`config.mk`:
```
export PLATFORM = sky130hd
export DESIGN_NAME = dprc_out_skid
export DESIGN_NICKNAME = d
export VERILOG_FILES = /design/src/rtl/dprc_pkg.sv /design/src/rtl/dprc_out_skid.sv
export SDC_FILE = /design/constraint.sdc
export NUM_CORES = 1
export LEC_CHECK = 0
export BUFFER_PORTS_ARGS = -buffer_cell sky130_fd_sc_hd__buf_2
export CAP_MARGIN = 20
export CORE_ASPECT_RATIO = 1.75
export CORE_MARGIN = 3
export CORE_UTILIZATION = 58
export DETAILED_ROUTE_END_ITERATION = 7
export GPL_TIMING_DRIVEN = 0
export PLACE_DENSITY_LB_ADDON = 0.3
export SETUP_SLACK_MARGIN = 0.5
export SYNTH_ARGS = -nofsm -noshare
export SYNTH_HDL_FRONTEND = slang
export SYNTH_SLANG_ARGS = --single-unit
export TNS_END_PERCENT = 5
```
`constraint.sdc`:
```
create_clock -name clk -period 10.1 [get_ports clk]
set_input_delay 1.01 -clock clk [delete_from_list [all_inputs] [get_ports clk]]
set_output_delay 1.01 -clock clk [all_outputs]
set_load 0.01 [all_outputs]
```
`src/rtl/dprc_pkg.sv`:
```
// shared types and constants for the depth pixel colorize and range block
`timescale 1ns / 1ps

package dprc_pkg;

    // field widths
    localparam int COLOR_W    = 8;
    localparam int DIST_W     = 24;
    localparam int NUM_W      = 10;
    localparam int OFS_W      = 20;
    localparam int SLOPE_W    = 16;
    localparam int CFG_IDX_W  = 2;
    localparam int CFG_DATA_W = 20;

    // configuration register indexes
    localparam logic [CFG_IDX_W-1:0] CFG_NUMERATOR = 2'd0;
    localparam logic [CFG_IDX_W-1:0] CFG_OFFSET    = 2'd1;
    localparam logic [CFG_IDX_W-1:0] CFG_SLOPE     = 2'd2;

    // configuration reset values
    localparam logic [NUM_W-1:0]   NUM_RESET   = 10'd100;
    localparam logic [OFS_W-1:0]   OFS_RESET   = 20'd218235;
    localparam logic [SLOPE_W-1:0] SLOPE_RESET = 16'd201;

    // cubic gamma curve: level = 9 * code^3 >> GAMMA_SHIFT
    localparam int GAMMA_SHIFT = 23;

    // rainbow segments picked by level bits 8 and up
    localparam logic [23:0] SEG_WHITE_RED    = 24'd0;
    localparam logic [23:0] SEG_RED_YELLOW   = 24'd1;
    localparam logic [23:0] SEG_YELLOW_GREEN = 24'd2;
    localparam logic [23:0] SEG_GREEN_CYAN   = 24'd3;
    localparam logic [23:0] SEG_CYAN_BLUE    = 24'd4;
    localparam logic [23:0] SEG_BLUE_BLACK   = 24'd5;

    localparam logic [COLOR_W-1:0] COLOR_FULL = 8'hFF;
    localparam logic [COLOR_W-1:0] COLOR_NONE = 8'h00;

    // distance limits, signed q15.8
    localparam logic [DIST_W-1:0] DIST_MAX = 24'h7FFFFF;
    localparam logic [DIST_W-1:0] DIST_MIN = 24'h800000;

    // side information that travels with the divider
    typedef struct packed {
        logic [COLOR_W-1:0] red;
        logic [COLOR_W-1:0] green;
        logic [COLOR_W-1:0] blue;
        logic               valid_res;
        logic               neg;
        logic               sat_pre;
    } dprc_side_t;

    // one finished result beat
    typedef struct packed {
        logic [COLOR_W-1:0] red;
        logic [COLOR_W-1:0] green;
        logic [COLOR_W-1:0] blue;
        logic [DIST_W-1:0]  distance;
        logic               valid_res;
        logic               saturated;
    } dprc_result_t;

endpackage

```
`src/rtl/dprc_out_skid.sv`:
```
// distance clipping, output register and skid stage
`timescale 1ns / 1ps

module dprc_out_skid
    import dprc_pkg::*;
(
    input  logic                      clk,
    input  logic                      rst_n,
    input  logic                      up_valid,
    input  dprc_side_t                up_side,
    input  logic [DIST_W-1:0]         up_quo,
    output logic                      en,
    output logic                      out_valid,
    input  logic                      out_stall,
    output logic [COLOR_W-1:0]        red,
    output logic [COLOR_W-1:0]        green,
    output logic [COLOR_W-1:0]        blue,
    output logic signed [DIST_W-1:0]  distance,
    output logic                      valid_res,
    output logic                      saturated
);

    logic         out_valid_reg;
    logic         full_reg;
    dprc_result_t res_reg;
    dprc_result_t skid_reg;
    dprc_result_t fin_res;

    always_comb
    begin
        fin_res           = '0;
        fin_res.red       = up_side.red;
        fin_res.green     = up_side.green;
        fin_res.blue      = up_side.blue;
        fin_res.valid_res = up_side.valid_res;
        priority if (!up_side.valid_res)
        begin
            fin_res.distance  = DIST_MIN;
            fin_res.saturated = 1'b0;
        end
        else if (up_side.sat_pre)
        begin
            fin_res.distance  = up_side.neg ? DIST_MIN : DIST_MAX;
            fin_res.saturated = 1'b1;
        end
        else if (!up_side.neg)
        begin
            fin_res.saturated = (up_quo > DIST_MAX);
            fin_res.distance  = (up_quo > DIST_MAX) ? DIST_MAX : up_quo;
        end
        else
        begin
            fin_res.saturated = (up_quo > DIST_MIN);
            fin_res.distance  = (up_quo > DIST_MIN) ? DIST_MIN : (~up_quo) + 24'd1;
        end
    end

    // pipeline moves whenever the skid stage is empty
    assign en = !full_reg;

    always_ff @(posedge clk or negedge rst_n)
    begin
        if (!rst_n)
        begin
            out_valid_reg <= 1'b0;
            full_reg      <= 1'b0;
        end
        else if (full_reg)
        begin
            if (!out_stall)
            begin
                out_valid_reg <= 1'b1;
                full_reg      <= 1'b0;
            end
        end
        else if (!out_valid_reg || !out_stall)
        begin
            out_valid_reg <= up_valid;
        end
        else if (up_valid)
        begin
            full_reg <= 1'b1;
        end
    end

    always_ff @(posedge clk)
    begin
        if (full_reg)
        begin
            if (!out_stall)
            begin
                res_reg <= skid_reg;
            end
        end
        else if (!out_valid_reg || !out_stall)
        begin
            res_reg <= fin_res;
        end
        else
        begin
            skid_reg <= fin_res;
        end
    end

    assign out_valid = out_valid_reg;
    assign red       = res_reg.red;
    assign green     = res_reg.green;
    assign blue      = res_reg.blue;
    assign distance  = $signed(res_reg.distance);
    assign valid_res = res_reg.valid_res;
    assign saturated = res_reg.saturated;

`ifndef ASSERT_OFF
    a_skid_behind_out: assert property (@(posedge clk) disable iff (!rst_n)
        full_reg |-> out_valid_reg)
        else $error("skid holds a beat while the output is empty");

    a_skid_holds: assert property (@(posedge clk) disable iff (!rst_n)
        full_reg && out_stall |=> full_reg && $stable(skid_reg))
        else $error("skid beat lost under stall");

    a_invalid_dist: assert property (@(posedge clk) disable iff (!rst_n)
        out_valid_reg && !res_reg.valid_res |->
            res_reg.distance == DIST_MIN && !res_reg.saturated)
        else $error("no-reading pixel with wrong distance");

    a_sat_limits: assert property (@(posedge clk) disable iff (!rst_n)
        out_valid_reg && res_reg.saturated |->
            res_reg.distance == DIST_MAX || res_reg.distance == DIST_MIN)
        else $error("saturated distance not at a limit");
`endif

endmodule
```
# Yosys cells after proc, flatten, opt, wreduce, memory -nomap -nowiden
# Index checks and enable logic that the tools add are counted.
[totals]
input_bits = 55
latch_bits = 0
mem_bits_ro = 0
output_inout_bits = 52
mem_count = 0
regBits = 102
ramBits = 0
word_cells = 47
[classes]
mul = 0
shifts = 0
n_eq_ne = 1
n_reduce_logical = 7
bitwise = 3
n_lt_le_gt_ge = 2
n_addsub = 1
mux = 19
n_div = 0
[op_table]
columns = ["op", "n"]
rows = [
  ["2-to-1 mux 50 bit", 3],
  ["2-to-1 mux 24 bit", 6],
  ["adder 24 x 1 -> 24 bit, second input constant", 1],
  ["> comparator 24 x 23 -> 1 bit, second input constant", 1],
  ["> comparator 24 bit, second input constant", 1],
  ["NOT 24 bit", 1],
  ["2-to-1 mux 1 bit", 10],
  ["AND reduction 2 bit", 2],
  ["zero test 1 bit", 3],
  ["!= test 2 bit, second input constant", 1],
  ["NOT 1 bit", 2],
  ["nonzero test 2 bit", 1],
  ["logical OR 1 bit", 1],
]

# Depth between registers and ports, before layout
[logic_depth]
ltp_word = 8
ltp_mapped = 8
ltp_nobuf = 7

# Worst setup path after synthesis
# No wires, ideal clock.
[synth_path]
path_type = "register to register"
startpoint = "register full_reg"
endpoint = "register res_reg (netlist bit blue[0]) (enable)"
path_stages_with_launch = 5
n_path_buf = 3
setup_time_ns = 0.527
synth_period_minus_slack_ns = 4.987
arrival_time_ns = 4.460
required_time_ns = 9.573
setup_slack_ns = 5.113
path_cell_list = "dfrtp_1 > buf_6 > clkbuf_1 > clkbuf_1 > o21ai_0"
[synth_via]
elab_chain_len = 2
elab_cells_between_ends = 3
cone_classes = "eq/ne (1); reduce/logical (2)"
[synth_rtl]
columns = ["element", "line", "text"]
rows = [
  ["from (decl)", "dprc_out_skid.sv:24", "logic full_reg;"],
  ["from (signal assigned)", "dprc_out_skid.sv:66", "full_reg <= 1'b0;"],
  ["from (signal assigned)", "dprc_out_skid.sv:73", "full_reg <= 1'b0;"],
  ["from (signal assigned)", "dprc_out_skid.sv:82", "full_reg <= 1'b1;"],
  ["!= test 2 bit (no source line) / nonzero test 2 bit (equally long branches)", "--", ""],
  ["AND reduction 2 bit (no source line) (*)", "--", ""],
  ["to (signal assigned)", "dprc_out_skid.sv:92", "res_reg <= skid_reg;"],
  ["to (signal assigned)", "dprc_out_skid.sv:97", "res_reg <= fin_res;"],
  ["to (decl)", "dprc_out_skid.sv:25", "dprc_result_t res_reg;"],
]
# Mark *: on every way between the ends. The rest lies on a longest branch, timed or not.
# A chain may end at the register's enable or synchronous reset.

==> metrics <==
Num CTS Buffers=9; Avg Cell Area, Syn=12.4 sq um; Yosys warning total=0; I/O pins=107; Die Height=~130 um; post-cts sizing count=0; number of library cell types mapped by synthesis=57; GR Util met2=0.472; pwr/cell area=174 nW/um^2; Largest register FFs=50; # hold bufs at CTS=0; HPWL Detailed=between 9000 and 10000 um; register area share after synthesis=0.636; Seq cells post-synth=102; worst endpoint required time=between 10 and 15 ns; share of cells above drive strength 1=0.344; number of flops mapped to enable cells by yosys=100; unrepaired setup endpoints after global routing=no; # rows=43; max_cap viols=0; Antenna diodes=0; Max-slew headroom=0.366; met3 Resource Use GR=0.0404; Layout Utilization=0.726; kind of end point of the critical path=flop; Final Net Count=563; Setup TNS=0 ns; compound-gate portion of the synthesized area=0.132; post-DR vias/cell=6.17; Worst-Margin Slew=around 0.94 ns; non-filler cells, final=roughly 600; Worst Clk Skew=around 0.0064 ns; peak supply drop=about 0.00010 V; mapped cell area=4800 sq um; vias=3715; CP Data Arrival Time=~3.6 ns; Top FF cell, synth=edfxtp_1; Synth Instances=between 300 and 400; port buffer count=about 110; Final Max Tran Viols=0; CTS tree=done; Layout area overhead=21.3%; status=complete, no violations; CTS Buffer Depth=2; final period utilization=0.341; initial antenna violation count=0; first-pass GRT wire length=roughly 19000 um; htree depth=3; syn nets=443; per-cell routed wire length=20.5 um; post-synthesis async set-or-reset flop share=0.0196; # DRC=0; gr ovfl total=0; Clk pin slew, worst setup/hold paths=0.07 ns; Hold Path Class=primary input to async pin; die area=9450 sq um; Startpoint Class=primary input; clock latency at the later pin of the worst-skew pair=0.34 ns; core area=8020 sq um; Synth Area in XOR/XNOR=0; worst-path maximum fanout=10; worst hold margin=0.452 ns; Tot GR Track Use=0.275; WS Path Type=primary input to flop; final number of setup-violating endpoints=0; met1 usage=0.323; final RePlAce weighted congestion=0.998; static leakage=about 2.2 nW; total wire length=12400 um; endpoints failing hold=0; clock sinks=102; crit path time final=3.44 ns; first drt pass iteration count=4; simple-gate portion of the synthesized area=0.142; gr busiest metal=met2; initial drt markers=368; vias in the first global route=3771; largest family of logic cells by synthesized area=simple AND/OR/NAND/NOR gates; placed cell count=586; Post-CTS Setup Bufs=0; f_max=291 MHz; mux contribution to synthesized area=0.0607; pin count of the biggest net entering global routing=30; Final ANT Viol Nets=0; root buffer cell=clkbuf_16; initial core utilization=0.599; die width=about 75 um; Adder-Cell Fraction of Synth Area=0.00261
[metrics by stage]
| step | total power [mW] | setup slack [ns] | instance area (sq um) |
|---|---|---|---|
| after detailed placement | 0.697 | 6.35 | 5540 |
| after CTS | 1.02 | 6.68 | 5820 |
| after floorplan | 0.623 | 5.11 | 4800 |
| after global placement | 0.686 | 3.43 | 5440 |
| final | 1.01 | 6.66 | 5820 |
| after global routing | 1.05 | 6.31 | 5820 |
[worst max-delay path, stage by stage]
cell and delay (ns):
buf_2 0.14, nor4_1 0.82, nand3_1 0.19, o211ai_1 0.60
nand2_2 0.31, buf_2 0.31, o21ai_0 0.21
[logic make-up after synthesis]
group	after synthesis
AO/OA/AOI/OAI	96
adder cells (fa/ha/maj)	1
buffers and inverters	24
flip-flops	102
multiplexers	26
AND/OR/NAND/NOR	138
[power by group]
| part | internal, mW | switching, mW |
|---|---|---|
| logic | 0.0625 | 0.0970 |
| registers | 0.517 | 0.0106 |
| clock network | 0.170 | 0.155 |
| total | 0.750 | 0.263 |
[worst paths after layout]
path                             start           end  slack (ns)  depth (start not counted)
setup / recovery            up_quo[16]  skid_reg[19]        6.66                          7
hold / removal                   rst_n     out_valid        0.45                          1
setup reg to reg              full_reg  distance[14]        7.64                          6
hold reg to reg            skid_reg[8]   distance[6]        0.54                          2
max in group asynchronous        rst_n      full_reg        9.55                          1
min in group clk           skid_reg[8]   distance[6]        0.54                          2
[routing by layer]
metal  routed length, um  vias up
met5                   0        -
li1                    -     1741
met2                6510      180
met1                4580     1762
met3                 761       32
met4                 525        0
[cells in the final DEF, fill, tap and decap left out, types with 3 or more instances in the layout]
cell type    n
o31ai_1     13
nor4_1       3
clkbuf_1    12
mux2_2      25
inv_1        4
o21a_1       3
nor2_1      36
and2_1       5
a31oi_1      6
or3_2        3
a21oi_1     22
o21ai_0     24
edfxtp_1   100
clkbuf_16    9
o41ai_1      3
and3_1       5
buf_4        3
buf_2      107
nor3_1      15
nand3_1      8
or4_4        3
nor2b_1      4
nand2b_1     3
nand2_1     38
[synthesized netlist by cell type, types with 5 or more instances]
master	n	area share
a21oi_1	22	0.023
clkbuf_1	12	0.0094
and3_1	5	0.0065
edfxtp_1	100	0.63
o31ai_1	13	0.020
nor2_1	37	0.029
and2_1	5	0.0065
mux2_2	25	0.059
a31oi_1	6	0.0078
o21ai_0	25	0.026
nor3_1	15	0.016
nand3_1	8	0.0083
nand2_1	38	0.030
[layout make-up]
| cell class | instances | area (sq um) |
|---|---|---|
| Sequential cell | 102 | 3050 |
| Fill cell | 545 | 2190 |
| Multi-Input combinational cell | 261 | 1640 |
| Timing Repair Buffer | 109 | 606 |
| Clock buffer | 9 | 225 |
| Tap cell | 90 | 113 |
| Buffer | 19 | 109 |
| Clock inverter | 7 | 60.1 |
| Inverter | 5 | 18.8 |
No activity file was read; power rests on OpenSTA's default activity.
