--- config.mk ---
export PLATFORM = sky130hd
export DESIGN_NAME = dprc_div_stage
export DESIGN_NICKNAME = d
export VERILOG_FILES = /design/src/rtl/dprc_pkg.sv /design/src/rtl/dprc_div_stage.sv
export SDC_FILE = /design/constraint.sdc
export NUM_CORES = 1
export LEC_CHECK = 0
export ABC_CLOCK_PERIOD_IN_PS = 1810
export BUFFER_PORTS_ARGS = -buffer_cell sky130_fd_sc_hd__buf_4
export CORE_MARGIN = 4
export CORE_UTILIZATION = 50
export CTS_CLUSTER_SIZE = 40
export DETAILED_ROUTE_END_ITERATION = 16
export GPL_TIMING_DRIVEN = 0
export PLACE_DENSITY_LB_ADDON = 0.3
export SLEW_MARGIN = 20
export SYNTH_ARGS = -nofsm -noshare
export SYNTH_HDL_FRONTEND = slang
export SYNTH_SLANG_ARGS = --single-unit
--- constraint.sdc ---
create_clock -name clk -period 1.81 [get_ports clk]
set_input_delay 0.2715 -clock clk [delete_from_list [all_inputs] [get_ports clk]]
set_output_delay 0.2715 -clock clk [all_outputs]
set_load 0.01 [all_outputs]
--- src/rtl/dprc_pkg.sv ---
// shared types and constants for the depth pixel colorize and range block
`timescale 1ns / 1ps

package dprc_pkg;

    // field widths
    localparam int COLOR_W    = 8;
    localparam int DIST_W     = 24;
    localparam int NUM_W      = 10;
    localparam int OFS_W      = 20;
    localparam int SLOPE_W    = 16;
    localparam int CFG_IDX_W  = 2;
    localparam int CFG_DATA_W = 20;

    // configuration register indexes
    localparam logic [CFG_IDX_W-1:0] CFG_NUMERATOR = 2'd0;
    localparam logic [CFG_IDX_W-1:0] CFG_OFFSET    = 2'd1;
    localparam logic [CFG_IDX_W-1:0] CFG_SLOPE     = 2'd2;

    // configuration reset values
    localparam logic [NUM_W-1:0]   NUM_RESET   = 10'd100;
    localparam logic [OFS_W-1:0]   OFS_RESET   = 20'd218235;
    localparam logic [SLOPE_W-1:0] SLOPE_RESET = 16'd201;

    // cubic gamma curve: level = 9 * code^3 >> GAMMA_SHIFT
    localparam int GAMMA_SHIFT = 23;

    // rainbow segments picked by level bits 8 and up
    localparam logic [23:0] SEG_WHITE_RED    = 24'd0;
    localparam logic [23:0] SEG_RED_YELLOW   = 24'd1;
    localparam logic [23:0] SEG_YELLOW_GREEN = 24'd2;
    localparam logic [23:0] SEG_GREEN_CYAN   = 24'd3;
    localparam logic [23:0] SEG_CYAN_BLUE    = 24'd4;
    localparam logic [23:0] SEG_BLUE_BLACK   = 24'd5;

    localparam logic [COLOR_W-1:0] COLOR_FULL = 8'hFF;
    localparam logic [COLOR_W-1:0] COLOR_NONE = 8'h00;

    // distance limits, signed q15.8
    localparam logic [DIST_W-1:0] DIST_MAX = 24'h7FFFFF;
    localparam logic [DIST_W-1:0] DIST_MIN = 24'h800000;

    // side information that travels with the divider
    typedef struct packed {
        logic [COLOR_W-1:0] red;
        logic [COLOR_W-1:0] green;
        logic [COLOR_W-1:0] blue;
        logic               valid_res;
        logic               neg;
        logic               sat_pre;
    } dprc_side_t;

    // one finished result beat
    typedef struct packed {
        logic [COLOR_W-1:0] red;
        logic [COLOR_W-1:0] green;
        logic [COLOR_W-1:0] blue;
        logic [DIST_W-1:0]  distance;
        logic               valid_res;
        logic               saturated;
    } dprc_result_t;

endpackage

--- src/rtl/dprc_div_stage.sv ---
// one restoring division step, one quotient bit per stage
`timescale 1ns / 1ps

module dprc_div_stage
    import dprc_pkg::*;
#(
    parameter int MAG_W = 27
) (
    input  logic              clk,
    input  logic              rst_n,
    input  logic              en,
    input  logic              up_valid,
    input  dprc_side_t        up_side,
    input  logic [MAG_W-1:0]  up_rem,
    input  logic [MAG_W-1:0]  up_mag,
    input  logic [DIST_W-1:0] up_quo,
    output logic              dn_valid,
    output dprc_side_t        dn_side,
    output logic [MAG_W-1:0]  dn_rem,
    output logic [MAG_W-1:0]  dn_mag,
    output logic [DIST_W-1:0] dn_quo
);

    logic              valid_reg;
    dprc_side_t        side_reg;
    logic [MAG_W-1:0]  rem_reg;
    logic [MAG_W-1:0]  mag_reg;
    logic [DIST_W-1:0] quo_reg;

    logic [MAG_W:0]    shifted;
    logic [MAG_W:0]    diff;
    logic              ge;
    logic [MAG_W-1:0]  rem_next;

    // dividend low bits are all zero, so only a zero shifts in
    assign shifted  = {up_rem, 1'b0};
    assign diff     = shifted - {1'b0, up_mag};
    assign ge       = (shifted >= {1'b0, up_mag});
    assign rem_next = ge ? diff[MAG_W-1:0] : shifted[MAG_W-1:0];

    always_ff @(posedge clk or negedge rst_n)
    begin
        if (!rst_n)
        begin
            valid_reg <= 1'b0;
        end
        else if (en)
        begin
            valid_reg <= up_valid;
        end
    end

    always_ff @(posedge clk)
    begin
        if (en)
        begin
            side_reg <= up_side;
            rem_reg  <= rem_next;
            mag_reg  <= up_mag;
            quo_reg  <= {up_quo[DIST_W-2:0], ge};
        end
    end

    assign dn_valid = valid_reg;
    assign dn_side  = side_reg;
    assign dn_rem   = rem_reg;
    assign dn_mag   = mag_reg;
    assign dn_quo   = quo_reg;

endmodule

# Word level (Yosys, flattened, before mapping)
# Index checks and enable logic that the tools add are counted.
# op_classes
addsub	1
mul	0
div_mod_pow	0
n_lt_le_gt_ge	1
eq_ne	0
shifts	0
mux	1
bitwise	0
reduce_logical	0
# op_table
operator	n
$ge 28x27->1	1
$mux 27	1
$sub 27x27->27	1
# word_totals
reg_bits	106
latch_bits	0
ram_bits	0
mem_bits_ro	0
in_bits	109
memories	0

# Depth between registers and ports, before layout
# Gate-level depths: netlist (run 1).
# depth
depth_word	2
mapped_depth	12

# Worst setup path before layout (run 1)
# OpenSTA, ideal clock, no wires.
# synth_timing
path_type	input-to-reg
startpoint	input up_mag[0]
endpoint	register rem_reg[10] (netlist: dn_rem[10]), data pin
arrival_ps	2370
required_ps	1550
setup_slack_ps	-821
stages	9
n_path_buf	1
path_cell_list	inv_1 fa_1 a211oi_1 o211ai_1 a211oi_1 o211ai_2 a31oi_2 buf_6 mux2_4
# synth_between
elab_chain_len	2
elab_cells_between_ends	3
classes_between	1 x add/sub; 1 x order compare; 1 x mux
# synth_rtl
element	line_no	source
from (decl)	dprc_div_stage.sv:15	input logic [MAG_W-1:0] up_mag,
$sub 27x27->27 / $ge 28x27->1 (equally long branches)	dprc_div_stage.sv:37, dprc_div_stage.sv:38	
$mux 27 (*)	dprc_div_stage.sv:39	assign rem_next = ge ? diff[MAG_W-1:0] : shifted[MAG_W-1:0];
net rem_next[10]	dprc_div_stage.sv:33	logic [MAG_W-1:0] rem_next;
to (signal assigned)	dprc_div_stage.sv:58	rem_reg <= rem_next;
to (decl)	dprc_div_stage.sv:26	logic [MAG_W-1:0] rem_reg;
# The timed path passes the listed nets; every way through them passes the cells marked *.
# A chain may end at the register's enable or synchronous reset.

# Worst setup path in the final report (run 1)
# layout_timing
startpoint	input up_mag[13]
endpoint	register rem_reg[25] (netlist: dn_rem[25]), data pin
# Same word-level chain as after synthesis.

==> reports/qor.csv, run 1 <==
metric;value;unit
setup_viol;28;
min_period;2.20;ns
cp_max_fo;6;
synth_top_flop_cell;edfxtp_1;
initial_core_util;51.2;%
syn_area;0.00501;mm2
worstSetupStartpointType;input pin;
dr.first_iter.drc_count;281;
ant_nets;0;
synth_edf_count;105;
syn_inst;392;
synth_warnings;0;
hold_path_class;in2reg;
place_ws;-1.16;ns
cts.clk_slew.worst_paths;0.10;ns
clk_latency;0.36;ns
drive_gt1_share;52.2;%
via_per_inst;5.27;
firstDrtPassIters;4;
wl;14400;um
vdd_drop_max;573;uV
cts_num_sinks;106;
die_width;108;um
fillers;588;
async_reset_ff_share;0.943;%
top_level_ports;215;
finalNonFillerCells;784;
cts_tree;done;
grt_pass1_wl;20300;um
wl_per_cell;18.4;um
route.vias.total;4132;
synth.yosys.seq_area_share;63.5;%
regToRegSetupSlack;1.05;ns
relSlewSlack;38.2;%
tightest_slew;0.927;ns
grt_pass1_vias;4041;
hold_violations;0;
yosysTopAreaCellShare;63.0;%
grt_start_max_net_pins;107;
cp_data_required_time;2.05;ns
fin_total_pwr;6340;uW
synth.area.top_cells;edfxtp_1 63%, ha_1 6.7%, nand2_1 3.0%;
core_region_area;0.00977;mm2
grt_overflow;0;
finalWorstSetupSlack;-0.389;ns
crit_path_frequent_cell;buf_8;
cp_slowest_cell;or4_4;
cp_slowest_stage_delay;0.53;ns
grt_util_all_layers;22.8;%
finalMaxSlewViolations;0;
rsz0062_at_grt;yes;
cp.arrival;2.44;ns
syn_area_per_cell;12.8;um2
status;finished, violations left;
path_cells;buf_12, inv_12, ha_4, nand2_2, or4_4, o21bai_4, o211ai_2, a31oi_4, buf_8, buf_8, a31o_1, o21ai_2;
violations;negative setup slack;
mostFrequentLayoutCells;227 x buf_4, 105 x edfxtp_1, 29 x nand2_1, 27 x a21oi_1, 24 x inv_1;
tns;-9.39;ns
power_density;812;mW/mm2
p_leak;0.00332;uW
end_kind;flop;
cts_buffers;9;
antenna_found_initial;0;
final_nets;783;
fin_skew;0;ns
max_freq;0.455;GHz
maxCapViolations;0;
yosys.area.top_type;edfxtp_1;
synth-seq-cells;106;
numPlacedInstances;738;
syn2layout_area_growth;55.8;%
place.port_buffers;213;
cts_root_buf;clkbuf_8;
cts_buffer_depth;2;
n_antenna_cell;0;
htree_levels;3;
utilization;79.8;%
finalWeightedCongestion;0.871;
post-route-period-util;121;%
ys_types;54;
worst-setup-path-type;in2reg;
die_y;108;um
hpwl;10200;um
synthesis.nets;529;
fp.dieArea;0.0117;mm2
rows;36;
drc;0;
final_common_cell;buf_4;
[flip-flops by register name, summed over array words and instances (netlist names)]
| signal | flops |
|---|---|
| dn_mag | 27 |
| dn_rem | 27 |
| dn_side | 27 |
| dn_quo | 24 |
| dn_valid | 1 |
[kinds of logic after synthesis]
family | after synthesis | synth area share (%)
adder cells (fa/ha/maj) | 28 | 7.15
multiplexers | 3 | 0.825
buffers and inverters | 43 | 3.65
AO/OA/AOI/OAI | 109 | 13.8
flip-flops | 106 | 63.5
AND/OR/NAND/NOR | 86 | 8.10
XOR/XNOR | 17 | 2.97
[Yosys cell counts, drive strengths merged (4+ instances only)]
cell type / count
o211ai: 7
inv: 35
xnor2: 7
a21oi: 29
buf: 4
nor3: 5
ha: 27
nor2: 14
o31ai: 5
a211oi: 7
o21ai: 34
nand2b: 4
edfxtp: 105
clkbuf: 4
o21a: 4
nand2: 41
nand4: 4
xor2: 10
o21bai: 6
[repair_timing]
action | in CTS | in global routing
resized for setup | 28 | 88
endpoints found under the hold margin | 1 | 0
setup endpoints to repair | 28 | 28
gates cloned | 0 | 2
hold buffers | 1 | 0
pin swaps | 9 | 43
buffers inserted | 11 | 19
[power breakdown]
part	internal (uW)	switching [uW]
logic	932	867
registers	2990	69.5
clock network	654	826
total	4570	1760
[per-stage QoR]
step | hold slack, ns | instance area, um2
global placement | 0.0476 | 6900
detailed placement | 0.0493 | 6900
CTS | 0.0613 | 7280
finish | 0.0732 | 7800
floorplan | -0.0241 | 5130
global route | 0.0492 | 7800
[worst paths after layout]
path                            startpoint          to  depth (start not counted)
min in group asynchronous            rst_n    dn_valid                          2
worst max-delay path            up_mag[13]  dn_rem[25]                         12
worst max register to register    dn_valid    dn_valid                          1
worst min-delay path            up_quo[16]  dn_quo[17]                          1
max in group asynchronous            rst_n    dn_valid                          2
worst min register to register    dn_valid    dn_valid                          1
[per-layer routing]
metal	up-vias	GRT usage, %	routed length, um
met5	-	0	0
met4	0	8.39	232
met3	21	4.60	1100
met2	186	40.3	7720
met1	1953	27.7	5380
li1	1972	-	-
[final cells by class]
| cell class | instances | area [um2] | share of cell area [%] |
|---|---|---|---|
| Buffer | 5 | 81.3 | 1.04 |
| Clock buffer | 11 | 131 | 1.68 |
| Clock inverter | 5 | 65.1 | 0.834 |
| Inverter | 35 | 159 | 2.04 |
| Multi-Input combinational cell | 243 | 2060 | 26.4 |
| Sequential cell | 106 | 3180 | 40.7 |
| Tap cell | 133 | 166 | 2.13 |
| Timing Repair Buffer | 246 | 1960 | 25.2 |
[critical path, delay by kind of cell]
kind | cells | cell delay [ns]
adders and majority gates | 1 | 0.28
buffers and inverters | 4 | 0.44
AOI/OAI and AO/OA | 5 | 0.85
and+or+nand+nor | 2 | 0.58
(Power assumes the default switching activity.)
==> inputs of run 2 (changes only) <==
--- a/config.mk
+++ b/config.mk
@@ -5,6 +5,7 @@
 export SDC_FILE = /design/constraint.sdc
 export NUM_CORES = 1
 export LEC_CHECK = 0
+export ABC_AREA = 1
 export ABC_CLOCK_PERIOD_IN_PS = 1810
 export BUFFER_PORTS_ARGS = -buffer_cell sky130_fd_sc_hd__buf_4
 export CORE_MARGIN = 4
==> reports/qor.csv, run 2 <==
metric;value;unit
place_ws;-0.652;ns
synth.yosys.seq_area_share;54.9;%
synth-seq-cells;106;
finalWeightedCongestion;0.900;
min_from;up_side[22];
finalWorstSetupSlack;0.0120;ns
r2r-start;dn_valid;
grtUsageMet1;29.5;%
post-route-period-util;99.3;%
synthesis.nets;775;
synth_warnings;0;
syn_area_per_cell;9.07;um2
worstSetupStartpoint;up_mag[0];
cp_data_required_time;1.92;ns
status;complete, no violations;
clk_latency;0.35;ns
yosys.area_share.adder;6.19;%
ys_types;34;
ant_nets;0;
pwr-share-seq;44.1;%
rows;39;
cts_buffers;9;
place.port_buffers;213;
finalNonFillerCells;1030;
drive_gt1_share;38.6;%
grt_pass1_wl;25400;um
vdd_drop_max;640;uV
dr.first_iter.drc_count;427;
end_kind;flop;
cp_slowest_stage_delay;0.39;ns
synthSimpleGateAreaFrac;24.6;%
synth_edf_count;105;
min_period;1.80;ns
tns;0;ns
initial_core_util;50.9;%
grt_use_met3;6.42;%
hold-worst-slack;0.0873;ns
worst-setup-path-type;in2reg;
p_leak;0.00419;uW
setup_viol;0;
yosys.area.top_type;edfxtp_1;
die_width;116;um
power_frac_clock;29.3;%
synth_compound_area_share;2.40;%
maxCapViolations;0;
top_level_ports;215;
drc;0;
cts.clk_slew.worst_paths;0.07;ns
synth.area.top_cells;edfxtp_1 55%, nand2_1 14%, inv_1 8.6%;
hpwl;12900;um
crit_path_frequent_cell;nand3_4;
cp_num_cells;13;
busiest_layer;met2;
route.vias.total;5176;
cts_buffer_depth;2;
async_reset_ff_share;0.943;%
hold_path_class;in2reg;
final_nets;1019;
grt_util_all_layers;25.0;%
hold_violations;0;
synthMuxAreaShare;0.195;%
syn2layout_area_growth;47.4;%
grt_overflow;0;
via_per_inst;5.03;
cts_tree;done;
syn_inst;638;
tightest_slew;0.957;ns
relSlewSlack;36.2;%
die_y;116;um
synthTopCellsByCount;214 x nand2_1, 132 x inv_1, 105 x edfxtp_1;
n_antenna_cell;0;
regToRegSetupSlack;1.06;ns
wl_per_cell;17.2;um
fp.dieArea;0.0134;mm2
syn_area;0.00578;mm2
cp_max_fo;8;
r2r_cells;1;
multi_input_area;0.00249;mm2
mostFrequentLayoutCells;229 x buf_4, 189 x nand2_1, 126 x inv_1, 105 x edfxtp_1, 28 x nor2_1;
max_freq;0.556;GHz
final_common_cell;buf_4;
grt_start_max_net_pins;107;
wl;17700;um
grt_pass1_vias;5030;
fin_total_pwr;6930;uW
path_cells;buf_8, clkinvlp_4, fa_2, nand3_2, nand3_4, nand3_4, nand3b_4, nand2_8, nand3_4, buf_6, buf_12, nand2_1, o21ai_1;
cp.arrival;1.91;ns
fin_skew;0;ns
finalMaxSlewViolations;0;
seq_area;0.00318;mm2
whs_path_depth;1;
core_region_area;0.0114;mm2
cts_root_buf;clkbuf_16;
synth_top_family_by_area;simple AND/OR/NAND/NOR gates;
crit_buf_inv;4;
cp_slowest_cell;fa_2;
numPlacedInstances;994;
synth_xor_area_share;2.12;%
antenna_found_initial;0;
htree_levels;3;
worstSetupStartpointType;input pin;
pwr-share-comb;26.6;%
cts_num_sinks;106;
power_density;813;mW/mm2
power.switching;1970;uW
rsz0062_at_grt;yes;
firstDrtPassIters;4;
power_switching_share;28.4;%
synth_most_common_cell;nand2_1;
crit_family;simple AND/OR/NAND/NOR gates;
grt_use_met2;44.9;%
fillers;810;
synth_top_flop_cell;edfxtp_1;
yosysTopAreaCellShare;54.5;%
internal-power;4960;uW
==> run 2: cell count changes after synthesis, moves of 6 or more <==
cell      before  now
o211ai_1       6    0
xnor2_1        7    0
nand3_1        2   30
nand2_1       40  214
a211oi_1       7    0
nand4_1        4   20
o21bai_1       6    0
nor2_1        14   35
o21ai_1       12    0
inv_1         35  132
a21oi_1       29   12
o21ai_0       21   11
==> run 2: cells by family (layout without fill, tap and decap cells) <==
logic type,after synthesis,count (layout)
multiplexers,1,1
AND/OR/NAND/NOR,322,322
adder cells (fa/ha/maj),28,28
XOR/XNOR,14,14
buffers and inverters,142,391
flip-flops,106,106
AO/OA/AOI/OAI,25,25
==> run 2: timing repair <==
action	4_1_cts	5_1_grt
endpoints found under the setup margin	28	28
gates resized for setup	22	80
hold endpoints to repair	1	0
cloned	0	1
hold buffers	1	0
buffers inserted	8	10
pin swaps	4	15
==> run 2: layer usage <==
metal | up-vias | routed length (um)
met4 | 0 | 323
met2 | 210 | 9200
met1 | 2418 | 6800
met5 | - | 0
met3 | 25 | 1390
li1 | 2523 | -
==> run 2: per-stage QoR <==
stage          area [um2]  utilization (%)
6_report             8520             75.0
5_1_grt              8520             75.0
4_1_cts              8110             71.4
3_5_place_dp         7590             66.8
3_3_place_gp         7590             66.8
2_1_floorplan        5810                -
==> run 2: power groups by stage <==
stage               Combinational (uW)  Clock, uW  Sequential (uW)
detailed placement                1580          0             3110
global route                      2010       2180             3080
global placement                  1550          0             3100
floorplan                          653          0             3240
finish                            1840       2030             3060
CTS                               1650       2060             3060
==> run 2: worst paths after layout <==
path,to
worst max-delay path,dn_rem[8]
min in group asynchronous,dn_valid
worst max register to register,dn_valid
max in group asynchronous,dn_valid
worst min-delay path,dn_side[22]
worst min register to register,dn_valid
==> run 2: area by class of cell <==
class	instances	share of cell area (%)
Multi-Input combinational cell	390	29.3
Sequential cell	106	37.3
Clock buffer	11	2.85
Tap cell	143	2.10
Timing Repair Buffer	233	21.0
Clock inverter	5	0.705
Inverter	135	5.99
Buffer	7	0.763
