File: config.mk
export PLATFORM = sky130hd
export DESIGN_NAME = dprc_front
export DESIGN_NICKNAME = d
export VERILOG_FILES = /design/src/rtl/dprc_pkg.sv /design/src/rtl/dprc_front.sv
export SDC_FILE = /design/constraint.sdc
export NUM_CORES = 1
export LEC_CHECK = 0
export ABC_AREA = 1
export ABC_CLOCK_PERIOD_IN_PS = 9500
export BUFFER_PORTS_ARGS = -buffer_cell sky130_fd_sc_hd__buf_2
export CAP_MARGIN = 0
export CELL_PAD_IN_SITES_DETAIL_PLACEMENT = 1
export CELL_PAD_IN_SITES_GLOBAL_PLACEMENT = 1
export CORE_ASPECT_RATIO = 0.75
export CORE_MARGIN = 3
export CORE_UTILIZATION = 25
export DETAILED_ROUTE_END_ITERATION = 8
export PLACE_DENSITY_LB_ADDON = 0.1
export SKIP_CTS_REPAIR_TIMING = 1
export SLEW_MARGIN = 0
export SYNTH_ARGS = -nofsm -noshare
export SYNTH_HDL_FRONTEND = slang
export SYNTH_SLANG_ARGS = --single-unit
File: constraint.sdc
create_clock -name clk -period 9.5 [get_ports clk]
set_input_delay 0.475 -clock clk [delete_from_list [all_inputs] [get_ports clk]]
set_output_delay 0.475 -clock clk [all_outputs]
set_load 0.05 [all_outputs]
File: src/rtl/dprc_pkg.sv
// shared types and constants for the depth pixel colorize and range block
`timescale 1ns / 1ps

package dprc_pkg;

    // field widths
    localparam int COLOR_W    = 8;
    localparam int DIST_W     = 24;
    localparam int NUM_W      = 10;
    localparam int OFS_W      = 20;
    localparam int SLOPE_W    = 16;
    localparam int CFG_IDX_W  = 2;
    localparam int CFG_DATA_W = 20;

    // configuration register indexes
    localparam logic [CFG_IDX_W-1:0] CFG_NUMERATOR = 2'd0;
    localparam logic [CFG_IDX_W-1:0] CFG_OFFSET    = 2'd1;
    localparam logic [CFG_IDX_W-1:0] CFG_SLOPE     = 2'd2;

    // configuration reset values
    localparam logic [NUM_W-1:0]   NUM_RESET   = 10'd100;
    localparam logic [OFS_W-1:0]   OFS_RESET   = 20'd218235;
    localparam logic [SLOPE_W-1:0] SLOPE_RESET = 16'd201;

    // cubic gamma curve: level = 9 * code^3 >> GAMMA_SHIFT
    localparam int GAMMA_SHIFT = 23;

    // rainbow segments picked by level bits 8 and up
    localparam logic [23:0] SEG_WHITE_RED    = 24'd0;
    localparam logic [23:0] SEG_RED_YELLOW   = 24'd1;
    localparam logic [23:0] SEG_YELLOW_GREEN = 24'd2;
    localparam logic [23:0] SEG_GREEN_CYAN   = 24'd3;
    localparam logic [23:0] SEG_CYAN_BLUE    = 24'd4;
    localparam logic [23:0] SEG_BLUE_BLACK   = 24'd5;

    localparam logic [COLOR_W-1:0] COLOR_FULL = 8'hFF;
    localparam logic [COLOR_W-1:0] COLOR_NONE = 8'h00;

    // distance limits, signed q15.8
    localparam logic [DIST_W-1:0] DIST_MAX = 24'h7FFFFF;
    localparam logic [DIST_W-1:0] DIST_MIN = 24'h800000;

    // side information that travels with the divider
    typedef struct packed {
        logic [COLOR_W-1:0] red;
        logic [COLOR_W-1:0] green;
        logic [COLOR_W-1:0] blue;
        logic               valid_res;
        logic               neg;
        logic               sat_pre;
    } dprc_side_t;

    // one finished result beat
    typedef struct packed {
        logic [COLOR_W-1:0] red;
        logic [COLOR_W-1:0] green;
        logic [COLOR_W-1:0] blue;
        logic [DIST_W-1:0]  distance;
        logic               valid_res;
        logic               saturated;
    } dprc_result_t;

endpackage

File: src/rtl/dprc_front.sv
// front stages: products, denominator magnitude and rainbow colour
`timescale 1ns / 1ps

module dprc_front
    import dprc_pkg::*;
#(
    parameter int DEPTH_BITS = 11
) (
    input  logic                          clk,
    input  logic                          rst_n,
    input  logic                          en,
    input  logic                          up_valid,
    input  logic [DEPTH_BITS-1:0]         depth_code,
    input  logic [NUM_W-1:0]              range_numerator,
    input  logic [OFS_W-1:0]              range_offset_q16,
    input  logic [SLOPE_W-1:0]            range_slope_q16,
    output logic                          dn_valid,
    output dprc_side_t                    dn_side,
    output logic [SLOPE_W+DEPTH_BITS-1:0] dn_rem,
    output logic [SLOPE_W+DEPTH_BITS-1:0] dn_mag
);

    localparam int SQ_W   = 2 * DEPTH_BITS;
    localparam int CUBE_W = 3 * DEPTH_BITS;
    localparam int NC_W   = CUBE_W + 4;
    localparam int MAG_W  = SLOPE_W + DEPTH_BITS;

    // stage 1: square and slope product
    logic                  s1_valid_reg;
    logic [DEPTH_BITS-1:0] s1_code_reg;
    logic [SQ_W-1:0]       s1_sq_reg;
    logic [MAG_W-1:0]      s1_sub_reg;
    logic                  s1_ok_reg;

    // stage 2: cube and denominator magnitude
    logic                  s2_valid_reg;
    logic [CUBE_W-1:0]     s2_cube_reg;
    logic [MAG_W-1:0]      s2_mag_reg;
    logic                  s2_neg_reg;
    logic                  s2_zero_reg;
    logic                  s2_ok_reg;

    // stage 3 outputs
    logic                  valid_reg;
    dprc_side_t            side_reg;
    logic [MAG_W-1:0]      rem_reg;
    logic [MAG_W-1:0]      mag_reg;

    logic                  code_ok;
    logic [MAG_W-1:0]      ofs_ext;
    logic [NC_W-1:0]       nine_cube;
    logic [31:0]           level;
    logic [23:0]           seg;
    logic [COLOR_W-1:0]    lb;
    logic                  ovf;
    dprc_side_t            side_next;

    assign code_ok = (depth_code != '0) && (depth_code != '1);
    assign ofs_ext = MAG_W'(range_offset_q16);

    // 9 * cube as shift and add
    assign nine_cube = {1'b0, s2_cube_reg, 3'b000} + NC_W'(s2_cube_reg);
    assign level     = 32'(nine_cube >> GAMMA_SHIFT);
    assign seg       = level[31:8];
    assign lb        = level[7:0];

    // quotient reaches 2^24 exactly when numerator >= magnitude
    assign ovf = (MAG_W'(range_numerator) >= s2_mag_reg);

    always_comb
    begin
        side_next           = '0;
        side_next.valid_res = s2_ok_reg;
        side_next.neg       = s2_neg_reg;
        side_next.sat_pre   = s2_zero_reg || ovf;
        unique case (seg)
            SEG_WHITE_RED:
            begin
                side_next.red   = COLOR_FULL;
                side_next.green = COLOR_FULL - lb;
                side_next.blue  = COLOR_FULL - lb;
            end
            SEG_RED_YELLOW:
            begin
                side_next.red   = COLOR_FULL;
                side_next.green = lb;
                side_next.blue  = COLOR_NONE;
            end
            SEG_YELLOW_GREEN:
            begin
                side_next.red   = COLOR_FULL - lb;
                side_next.green = COLOR_FULL;
                side_next.blue  = COLOR_NONE;
            end
            SEG_GREEN_CYAN:
            begin
                side_next.red   = COLOR_NONE;
                side_next.green = COLOR_FULL;
                side_next.blue  = lb;
            end
            SEG_CYAN_BLUE:
            begin
                side_next.red   = COLOR_NONE;
                side_next.green = COLOR_FULL - lb;
                side_next.blue  = COLOR_FULL;
            end
            SEG_BLUE_BLACK:
            begin
                side_next.red   = COLOR_NONE;
                side_next.green = COLOR_NONE;
                side_next.blue  = COLOR_FULL - lb;
            end
            default:
            begin
                side_next.red   = COLOR_NONE;
                side_next.green = COLOR_NONE;
                side_next.blue  = COLOR_NONE;
            end
        endcase
    end

    always_ff @(posedge clk or negedge rst_n)
    begin
        if (!rst_n)
        begin
            s1_valid_reg <= 1'b0;
            s2_valid_reg <= 1'b0;
            valid_reg    <= 1'b0;
        end
        else if (en)
        begin
            s1_valid_reg <= up_valid;
            s2_valid_reg <= s1_valid_reg;
            valid_reg    <= s2_valid_reg;
        end
    end

    always_ff @(posedge clk)
    begin
        if (en)
        begin
            s1_code_reg <= depth_code;
            s1_sq_reg   <= depth_code * depth_code;
            s1_sub_reg  <= range_slope_q16 * depth_code;
            s1_ok_reg   <= code_ok;

            s2_cube_reg <= s1_sq_reg * s1_code_reg;
            if (ofs_ext >= s1_sub_reg)
            begin
                s2_mag_reg <= ofs_ext - s1_sub_reg;
                s2_neg_reg <= 1'b0;
            end
            else
            begin
                s2_mag_reg <= s1_sub_reg - ofs_ext;
                s2_neg_reg <= 1'b1;
            end
            s2_zero_reg <= (ofs_ext == s1_sub_reg);
            s2_ok_reg   <= s1_ok_reg;

            side_reg <= side_next;
            rem_reg  <= MAG_W'(range_numerator);
            mag_reg  <= s2_mag_reg;
        end
    end

    assign dn_valid = valid_reg;
    assign dn_side  = side_reg;
    assign dn_rem   = rem_reg;
    assign dn_mag   = mag_reg;

endmodule

== Yosys cells after proc, flatten, opt, wreduce, memory -nomap -nowiden ==
Index checks and enable logic that the tools add are counted.

* Add/sub/neg operators: 4
* $mul: 3
* Order comparisons: 2
* Equal/unequal tests: 7
* Muxes and demuxes: 3
* Reductions and logical operators: 4

{| class="wikitable"
|+ Operator list
! kind !! number
|-
| 24-bit one-hot mux with 6 select lines || 1
|-
| 36-bit by 33-bit adder with 37-bit output || 1
|-
| 22-bit by 11-bit multiplier with 33-bit output || 1
|-
| 20-bit by 27-bit == test with 1-bit output || 1
|-
| 10-bit by 27-bit >= comparator with 1-bit output || 1
|-
| 20-bit by 27-bit >= comparator with 1-bit output || 1
|-
| 16-bit by 11-bit multiplier with 27-bit output || 1
|-
| 27-bit two-way mux || 1
|-
| 20-bit by 27-bit subtractor with 27-bit output || 1
|-
| 27-bit by 20-bit subtractor with 27-bit output || 1
|-
| 24-bit logical NOT || 1
|-
| 11-bit by 11-bit multiplier with 22-bit output || 1
|-
| 6-bit by 2-bit == test with 1-bit output (second input constant) || 2
|-
| 6-bit by 3-bit == test with 1-bit output (second input constant) || 2
|-
| 11-bit != test (second input constant) || 1
|-
| 11-bit nonzero test || 1
|-
| 8-bit subtractor (first input constant) || 1
|-
| 6-bit by 1-bit == test with 1-bit output (second input constant) || 1
|-
| 1-bit logical AND || 1
|-
| 1-bit logical OR || 1
|-
| 1-bit two-way mux || 1
|}

* Register bits: 191
* Output and inout port bits: 82
* Logic and storage cells: 43

== Longest topological paths before layout ==
Gate-level depths: netlist of run 1.

* Depth after elaboration: 3
* Mapped depth: 26
* Depth with buffers taken out: 25

== Worst setup path after synthesis of run 1 ==
OpenSTA, ideal clock, no wires.

* Kind: input to register
* From: input depth_code[2]
* To: register s1_sub_reg[24] (data pin)
* Arrival: 5.044 ns
* Setup slack: 4.193 ns
* Cell stages on the path: 20
* Cell sequence: clkbuf_1 -> buf_1 -> nand2_1 -> fa_1 -> inv_1 -> fa_1 -> inv_1 -> fa_1 -> inv_1 -> fa_1 -> inv_1 -> fa_1 -> inv_1 -> ha_1 -> nand2_1 -> nor4_1 -> nand4_1 -> nand3_1 -> a21oi_1 -> xor2_1

* Longest elaborated chain between the ends: 1

{| class="wikitable"
|+ Ends and longest elaborated chain
! what !! RTL line !! RTL
|-
| from (decl) || dprc_front.sv:13 || <nowiki>input logic [DEPTH_BITS-1:0] depth_code,</nowiki>
|-
| 16-bit by 11-bit multiplier with 27-bit output || dprc_front.sv:144 || <nowiki>s1_sub_reg <= range_slope_q16 * depth_code;</nowiki>
|-
| to (signal assigned) || dprc_front.sv:144 ||
|-
| to (decl) || dprc_front.sv:32 || <nowiki>logic [MAG_W-1:0] s1_sub_reg;</nowiki>
|}

No other way between the ends.
A chain may end at the register's enable or synchronous reset.

== Worst setup path after layout of run 1 ==
* From: register s1_code_reg[5]
* To: register s2_cube_reg[27] (data pin)

* Longest elaborated chain between the ends: 1

{| class="wikitable"
|+ Ends and longest elaborated chain
! what !! RTL line !! RTL
|-
| from (decl) || dprc_front.sv:30 || <nowiki>logic [DEPTH_BITS-1:0] s1_code_reg;</nowiki>
|-
| from (signal assigned) || dprc_front.sv:142 || <nowiki>s1_code_reg <= depth_code;</nowiki>
|-
| 22-bit by 11-bit multiplier with 33-bit output || dprc_front.sv:147 || <nowiki>s2_cube_reg <= s1_sq_reg * s1_code_reg;</nowiki>
|-
| to (signal assigned) || dprc_front.sv:147 ||
|-
| to (decl) || dprc_front.sv:37 || <nowiki>logic [CUBE_W-1:0] s2_cube_reg;</nowiki>
|}

No other way between the ends.

==> results of run 1 <==
## synth_stat cells (2+ instances only)
library cell  number
a21boi_0           4
a21o_1            13
a21oi_1          153
a21oi_2            5
a31oi_1            9
and3_1             2
buf_1             17
buf_2              2
buf_4             20
buf_6              5
clkbuf_1          76
clkbuf_2           6
conb_1             2
dfrtp_1            3
edfxtp_1         186
fa_1             364
ha_1             267
inv_1            879
inv_2              3
nand2_1          989
nand2_2           11
nand3_1           81
nand3_2            9
nand3b_1           4
nand4_1           15
nor2_1           162
nor2_2             4
nor2_4             4
nor3_1            29
nor3_2             2
nor4_1            11
o2111ai_1          2
o211ai_1          21
o21a_1             8
o21ai_0           89
o21ai_1           10
o21bai_1          22
o221ai_1           2
o31ai_1            5
or2_2              4
xnor2_1           34
xor2_1            90
## critical path: stages (launching register included)
cell and delay, ns:
edfxtp_1 1.09, nand2_1 0.20, fa_1 0.49, fa_1 0.49, inv_1 0.05, fa_1 0.49, fa_1 0.49, inv_1 0.05
fa_1 0.47, inv_1 0.04, ha_1 0.35, a21oi_1 0.24, o21ai_0 0.13, a21oi_1 0.27, o21ai_1 0.23, a21oi_1 0.28
o21ai_0 0.14, xor2_1 0.17
## cell type report
type | count | area [um2] | share of cell area [%]
multi-input cells | 2462 | 19200 | 61.0
clock inverters | 12 | 131 | 0.417
clock buffers | 20 | 457 | 1.45
well taps | 1526 | 1910 | 6.06
inverters | 884 | 3320 | 10.5
flip-flops and latches | 189 | 5660 | 18.0
repair buffers | 145 | 787 | 2.50
## per-stage QoR
stage          instance area, um2  setup slack (ns)  instances
6_report                    31500              3.57       5238
2_1_floorplan               28800              4.19       3661
3_5_place_dp                30900              3.49       5205
5_1_grt                     31500              3.13       5238
4_1_cts                     31500              3.51       5237
3_3_place_gp                30900              3.55       5205
## cells in the final DEF (no fill, tap or decap), types with 22 or more instances in the layout
cell type  Yosys  layout
a21oi_1      153     153
buf_2          2     124
conb_1         2      23
edfxtp_1     186     186
fa_1         364     364
ha_1         267     267
inv_1        879     879
nand2_1      989     989
nand3_1       81      81
nor2_1       162     162
nor3_1        29      29
o21ai_0       89      89
o21bai_1      22      22
xnor2_1       34      34
xor2_1        90      90
## path summary, 6_finish.rpt
| check | startpoint | to |
|---|---|---|
| worst min register to register | s2_neg_reg$_DFFE_PP_ | dn_side[1]$_DFFE_PP_ |
| max in group asynchronous | rst_n | s2_valid_reg$_DFFE_PN0P_ |
| min in group asynchronous | rst_n | dn_valid$_DFFE_PN0P_ |
| worst max register to register | s1_code_reg[5]$_DFFE_PP_ | s2_cube_reg[27]$_DFFE_PP_ |
| worst min-delay path | range_numerator[0] | dn_rem[0]$_DFFE_PP_ |
| worst max-delay path | s1_code_reg[5]$_DFFE_PP_ | s2_cube_reg[27]$_DFFE_PP_ |
## cells by family (layout without fill, tap and decap cells)
group                      Yosys count  in the layout  synth area share, %
other                                2             23               0.0261
AOI/OAI and AO/OA                  348            348                 6.92
and+or+nand+nor                   1335           1335                 18.9
adders and majority gates          631            631                 37.0
xor gates and xnor gates           124            124                 3.78
muxes                                1              1               0.0392
DFF                                189            189                 19.7
buffers and inverters             1010           1061                 13.6
## per-layer routing
metal	global-route usage, %	routed length (um)
met1	24.8	50400
met2	24.0	38000
met3	2.32	2260
met4	2.21	706
met5	0	0
==> impl_results.md, run 1 <==
* Outcome: finished clean
* Grt total ovfl at 0
* Layout fillers at 13800
* Hold Vio Cnt, Final at 0
* CP startpoint kind: register
* Initial core utilization at 25.2%
* H-tree depth at 4
* # IOs at 143
* Min Hold Slack at 0.144 ns
* Crit path time final at 5.93 ns
* DRT iter0 DRCs at 1118
* Critical Path End Type: register
* Ant diodes at 0
* Flop2flop setup slack at 3.57 ns
* Via/cell ratio at 4.29
* Max Freq at 169 MHz
* FF-to-FF path depth at 17
* Yosys top cell area share at 25.4%
* Final worst clock skew at 0.0180 ns
* Post-synth ARST share at 1.59%
* WP data required at 9.76 ns
* Area of the mapped netlist at 28700 um2
* MaxCap Viol Count at 0
* Final nets at 4391
* CTS sink cnt at 189
* # setup viols final at 0
* Overall Global Routing Usage at 16.1%
* Die Height at 300 um
* Initial antenna violation count at 3
* Number of I/O port buffers at 125
* # DRC at 0
* DR vias at 22500
* Slew HR at 26.0%
* Total CTS buffers at 17
* Hold Path Cell Cnt at 1
* Syn avg cell area at 7.89 um2
* Post-synth cell types at 58
* Die ar. at 119000 um2
* Drt wl/cell at 17.4 um
* Core area at 114000 um2
* Worst Tran Pin Value at 1.11 ns
* Seq cells post-synth at 189
* Largest net degree at the start of global routing at 75
* Max Fanout on Critical Path at 21
* Final core utilization at 27.7%
* Synth area leader: fa_1
* Placer Congestion at 0.807
* Max reg flops at 33
* Slew Limit Fails at 0
* WL final at 91400 um
* RSZ-0062 raised after global routing: no
* CTS tree: done
* Post-DP HPWL at 74800 um
* CTS Root Cell: clkbuf_16
* Final worst-path cycle share at 62.4%
* Reg clk slew, reported paths at 0.08 ns
* Predominant post-synthesis flop cell: edfxtp_1
* CP arrival at 6.19 ns
* Worst-skew pair later-pin latency at 0.52 ns
* Syn Inst Count at 3640
* Deepest clock path buffer count at 2
* Seq/Total Area, Yosys at 19.7%
* Std cell rows at 107
* YS warnings at 0
* Setup TNS at 0 ns
* Layout area overhead at 9.64%
* Vias in the first global route at 24900
* Number of synthesized flops with an enable pin at 186
* Dominant cells by area after synthesis: fa_1 25%, edfxtp_1 19%, nand2_1 13%, ha_1 12%, inv_1 11%
* First-pass GRT wire length at 148000 um
* HP Class: primary input to register
* Share of layout cells above drive strength 1 at 6.06%
* Worst setup path class: register to register
* Routed Antenna Nets at 0
* Die width at 397 um
* DR pass1 iterations at 5
Power of run 1 is not shown: default switching activity piles up to over one toggle a cycle in this logic, so the estimate is an artifact.
==> run 2, diff against run 1 <==
--- a/config.mk
+++ b/config.mk
@@ -6,7 +6,7 @@
 export NUM_CORES = 1
 export LEC_CHECK = 0
 export ABC_AREA = 1
-export ABC_CLOCK_PERIOD_IN_PS = 9500
+export ABC_CLOCK_PERIOD_IN_PS = 5400
 export BUFFER_PORTS_ARGS = -buffer_cell sky130_fd_sc_hd__buf_2
 export CAP_MARGIN = 0
 export CELL_PAD_IN_SITES_DETAIL_PLACEMENT = 1
==> constraint.sdc (replaced) <==
create_clock -name clk -period 5.4 [get_ports clk]
set_input_delay 0.27 -clock clk [delete_from_list [all_inputs] [get_ports clk]]
set_output_delay 0.27 -clock clk [all_outputs]
set_load 0.05 [all_outputs]
==> impl_results.md, run 2 (same netlist as run 1, synthesis figures left out) <==
* CTS tree: done
* Std cell rows at 107 (unchanged)
* Final worst-path cycle share at 95.2% (+33 points)
* R2r endpoint: s2_cube_reg[30]$_DFFE_PP_
* Critical Path End Type: register
* Most common cell after layout, fill and taps aside: nand2_1
* # IOs at 143 (unchanged)
* Outcome: finished clean
* Largest net degree at the start of global routing at 106 (+41%)
* Die Height at 300 um (unchanged)
* Final nets at 4498 (+2.4%)
* Layout area overhead at 13.5%
* # DRC at 0 (unchanged)
* Max reg flops at 33 (unchanged)
* Worst Tran Pin Value at 0.790 ns (-0.319 ns)
* Hold Vio Cnt, Final at 0 (unchanged)
* Final worst clock skew at 0.0196 ns (+0.00163 ns)
* Inst Count DP at 5283 (+1.5%)
* Grt total ovfl at 0 (unchanged)
* DR vias at 22900 (+1.9%)
* Overall Global Routing Usage at 15.8% (-0.25 points)
* Number of I/O port buffers at 125 (unchanged)
* CP startpoint kind: register
* Worst-skew pair later-pin latency at 0.53 ns (about the same)
* MaxCap Viol Count at 0 (unchanged)
* DR pass1 iterations at 5 (unchanged)
* Worst setup path class: register to register
* RSZ-0062 raised after global routing: yes
* Total CTS buffers at 17 (unchanged)
* Crit path time final at 5.14 ns (-0.789 ns)
* Deepest clock path buffer count at 2 (unchanged)
* CP arrival at 5.40 ns (-0.79 ns)
* Max Fanout on Critical Path at 9 (-57%)
* # setup viols final at 0 (unchanged)
* Slew HR at 46.8% (+21 points)
* Max Freq at 195 MHz (+15%)
* H-tree depth at 4 (unchanged)
* First-pass GRT wire length at 147000 um (-0.77%)
* WL final at 90700 um (-0.73%)
* Drt wl/cell at 17.0 um (-2.8%)
* DRT iter0 DRCs at 1013 (-9.4%)
* WP data required at 5.65 ns (-4.11 ns)
* Share of layout cells above drive strength 1 at 9.11% (+3.1 points)
* Die ar. at 119000 um2 (unchanged)
* Die width at 397 um (unchanged)
* Routed Antenna Nets at 0 (unchanged)
* Reg clk slew, reported paths at 0.09 ns (about the same)
* Placer Congestion at 0.818 (+1.4%)
* FF-to-FF path depth at 20 (+3)
* Initial core utilization at 25.2% (unchanged)
* Post-DP HPWL at 77500 um (+3.5%)
* Flop2flop setup slack at 0.26 ns (-3.31 ns)
* CTS Root Cell: clkbuf_16
* HP Class: primary input to async pin
* CTS sink cnt at 189 (unchanged)
* Post-route insts no fill at 5348 (+2.1%)
* Via/cell ratio at 4.28 (-0.17%)
* Commonest cells after routing, fill and taps aside: 986 x nand2_1, 879 x inv_1, 363 x fa_1
* Slew Limit Fails at 0 (unchanged)
* Initial antenna violation count at 5 (+2)
* Worst r2r src: s1_code_reg[3]$_DFFE_PP_
* Vias in the first global route at 25200 (+1.2%)
* Core area at 114000 um2 (unchanged)
run 2: cell count changes in the layout (fill, tap and decap cells not counted), moves of 5 or more:
cell	delta
buf_12	+11
dlygate4sd3_1	+11
nor2_2	+5
a21oi_2	+7
nor2_1	-5
buf_4	+85
a21oi_1	-7
run 2: worst max path at each step:
stage,startpoint,to,slack (ns)
2_1_floorplan,depth_code[2],s1_sub_reg[24]$_DFFE_PP_,0.30
3_3_place_gp,s1_sq_reg[7]$_DFFE_PP_,s2_cube_reg[27]$_DFFE_PP_,-0.11
3_5_place_dp,s1_sq_reg[7]$_DFFE_PP_,s2_cube_reg[27]$_DFFE_PP_,-0.11
4_1_cts,s1_sq_reg[7]$_DFFE_PP_,s2_cube_reg[27]$_DFFE_PP_,-0.16
5_1_grt,s1_code_reg[5]$_DFFE_PP_,s2_cube_reg[32]$_DFFE_PP_,-0.02
6_report,s1_code_reg[3]$_DFFE_PP_,s2_cube_reg[30]$_DFFE_PP_,0.26
run 2: layout make-up:
cell class / count / area, um2
Sequential cell: 189 / 5660
Antenna cell: 3 / 7.51
Clock inverter: 14 / 199
Inverter: 884 / 3320
Tap cell: 1526 / 1910
Fill cell: 13700 / 81200
Timing Repair Buffer: 252 / 1760
Multi-Input combinational cell: 2462 / 19300
Clock buffer: 18 / 429
run 2: layer usage:
| metal | routed length (um) | vias up | track usage, % |
|---|---|---|---|
| met4 | 656 | 0 | 2.27 |
| met3 | 2320 | 33 | 1.86 |
| met1 | 48300 | 11400 | 23.7 |
| met5 | 0 | - | 0 |
| li1 | - | 11300 | - |
| met2 | 39500 | 198 | 24.7 |
run 2: per-stage QoR:
stage	setup TNS, ns	instance area, um2	util [%]	hold slack [ns]	setup WS (ns)
after floorplan	0	28800	-	-0.0256	0.298
after global placement	-0.193	31600	27.8	0.0699	-0.108
after detailed placement	-0.184	31600	27.8	0.0691	-0.115
after CTS	-0.380	32200	28.3	-0.519	-0.157
after global routing	-0.0287	32600	28.6	0.0579	-0.0237
final	0	32600	28.7	0.0880	0.259
run 2: critical path: stages (launching register included):
cell and delay (ns):
edfxtp_1 0.44, buf_4 0.23, nand2_1 0.09, fa_1 0.51, inv_1 0.06, fa_1 0.49, inv_1 0.06, fa_1 0.53
inv_1 0.05, fa_1 0.49, inv_1 0.05, fa_1 0.48, inv_1 0.04, ha_1 0.36, nand2_1 0.09, nand2_1 0.09
a31oi_1 0.22, o221ai_1 0.16, a21oi_1 0.14, o21ai_0 0.12, xor2_1 0.17
Power of run 2 is left out for the same reason.
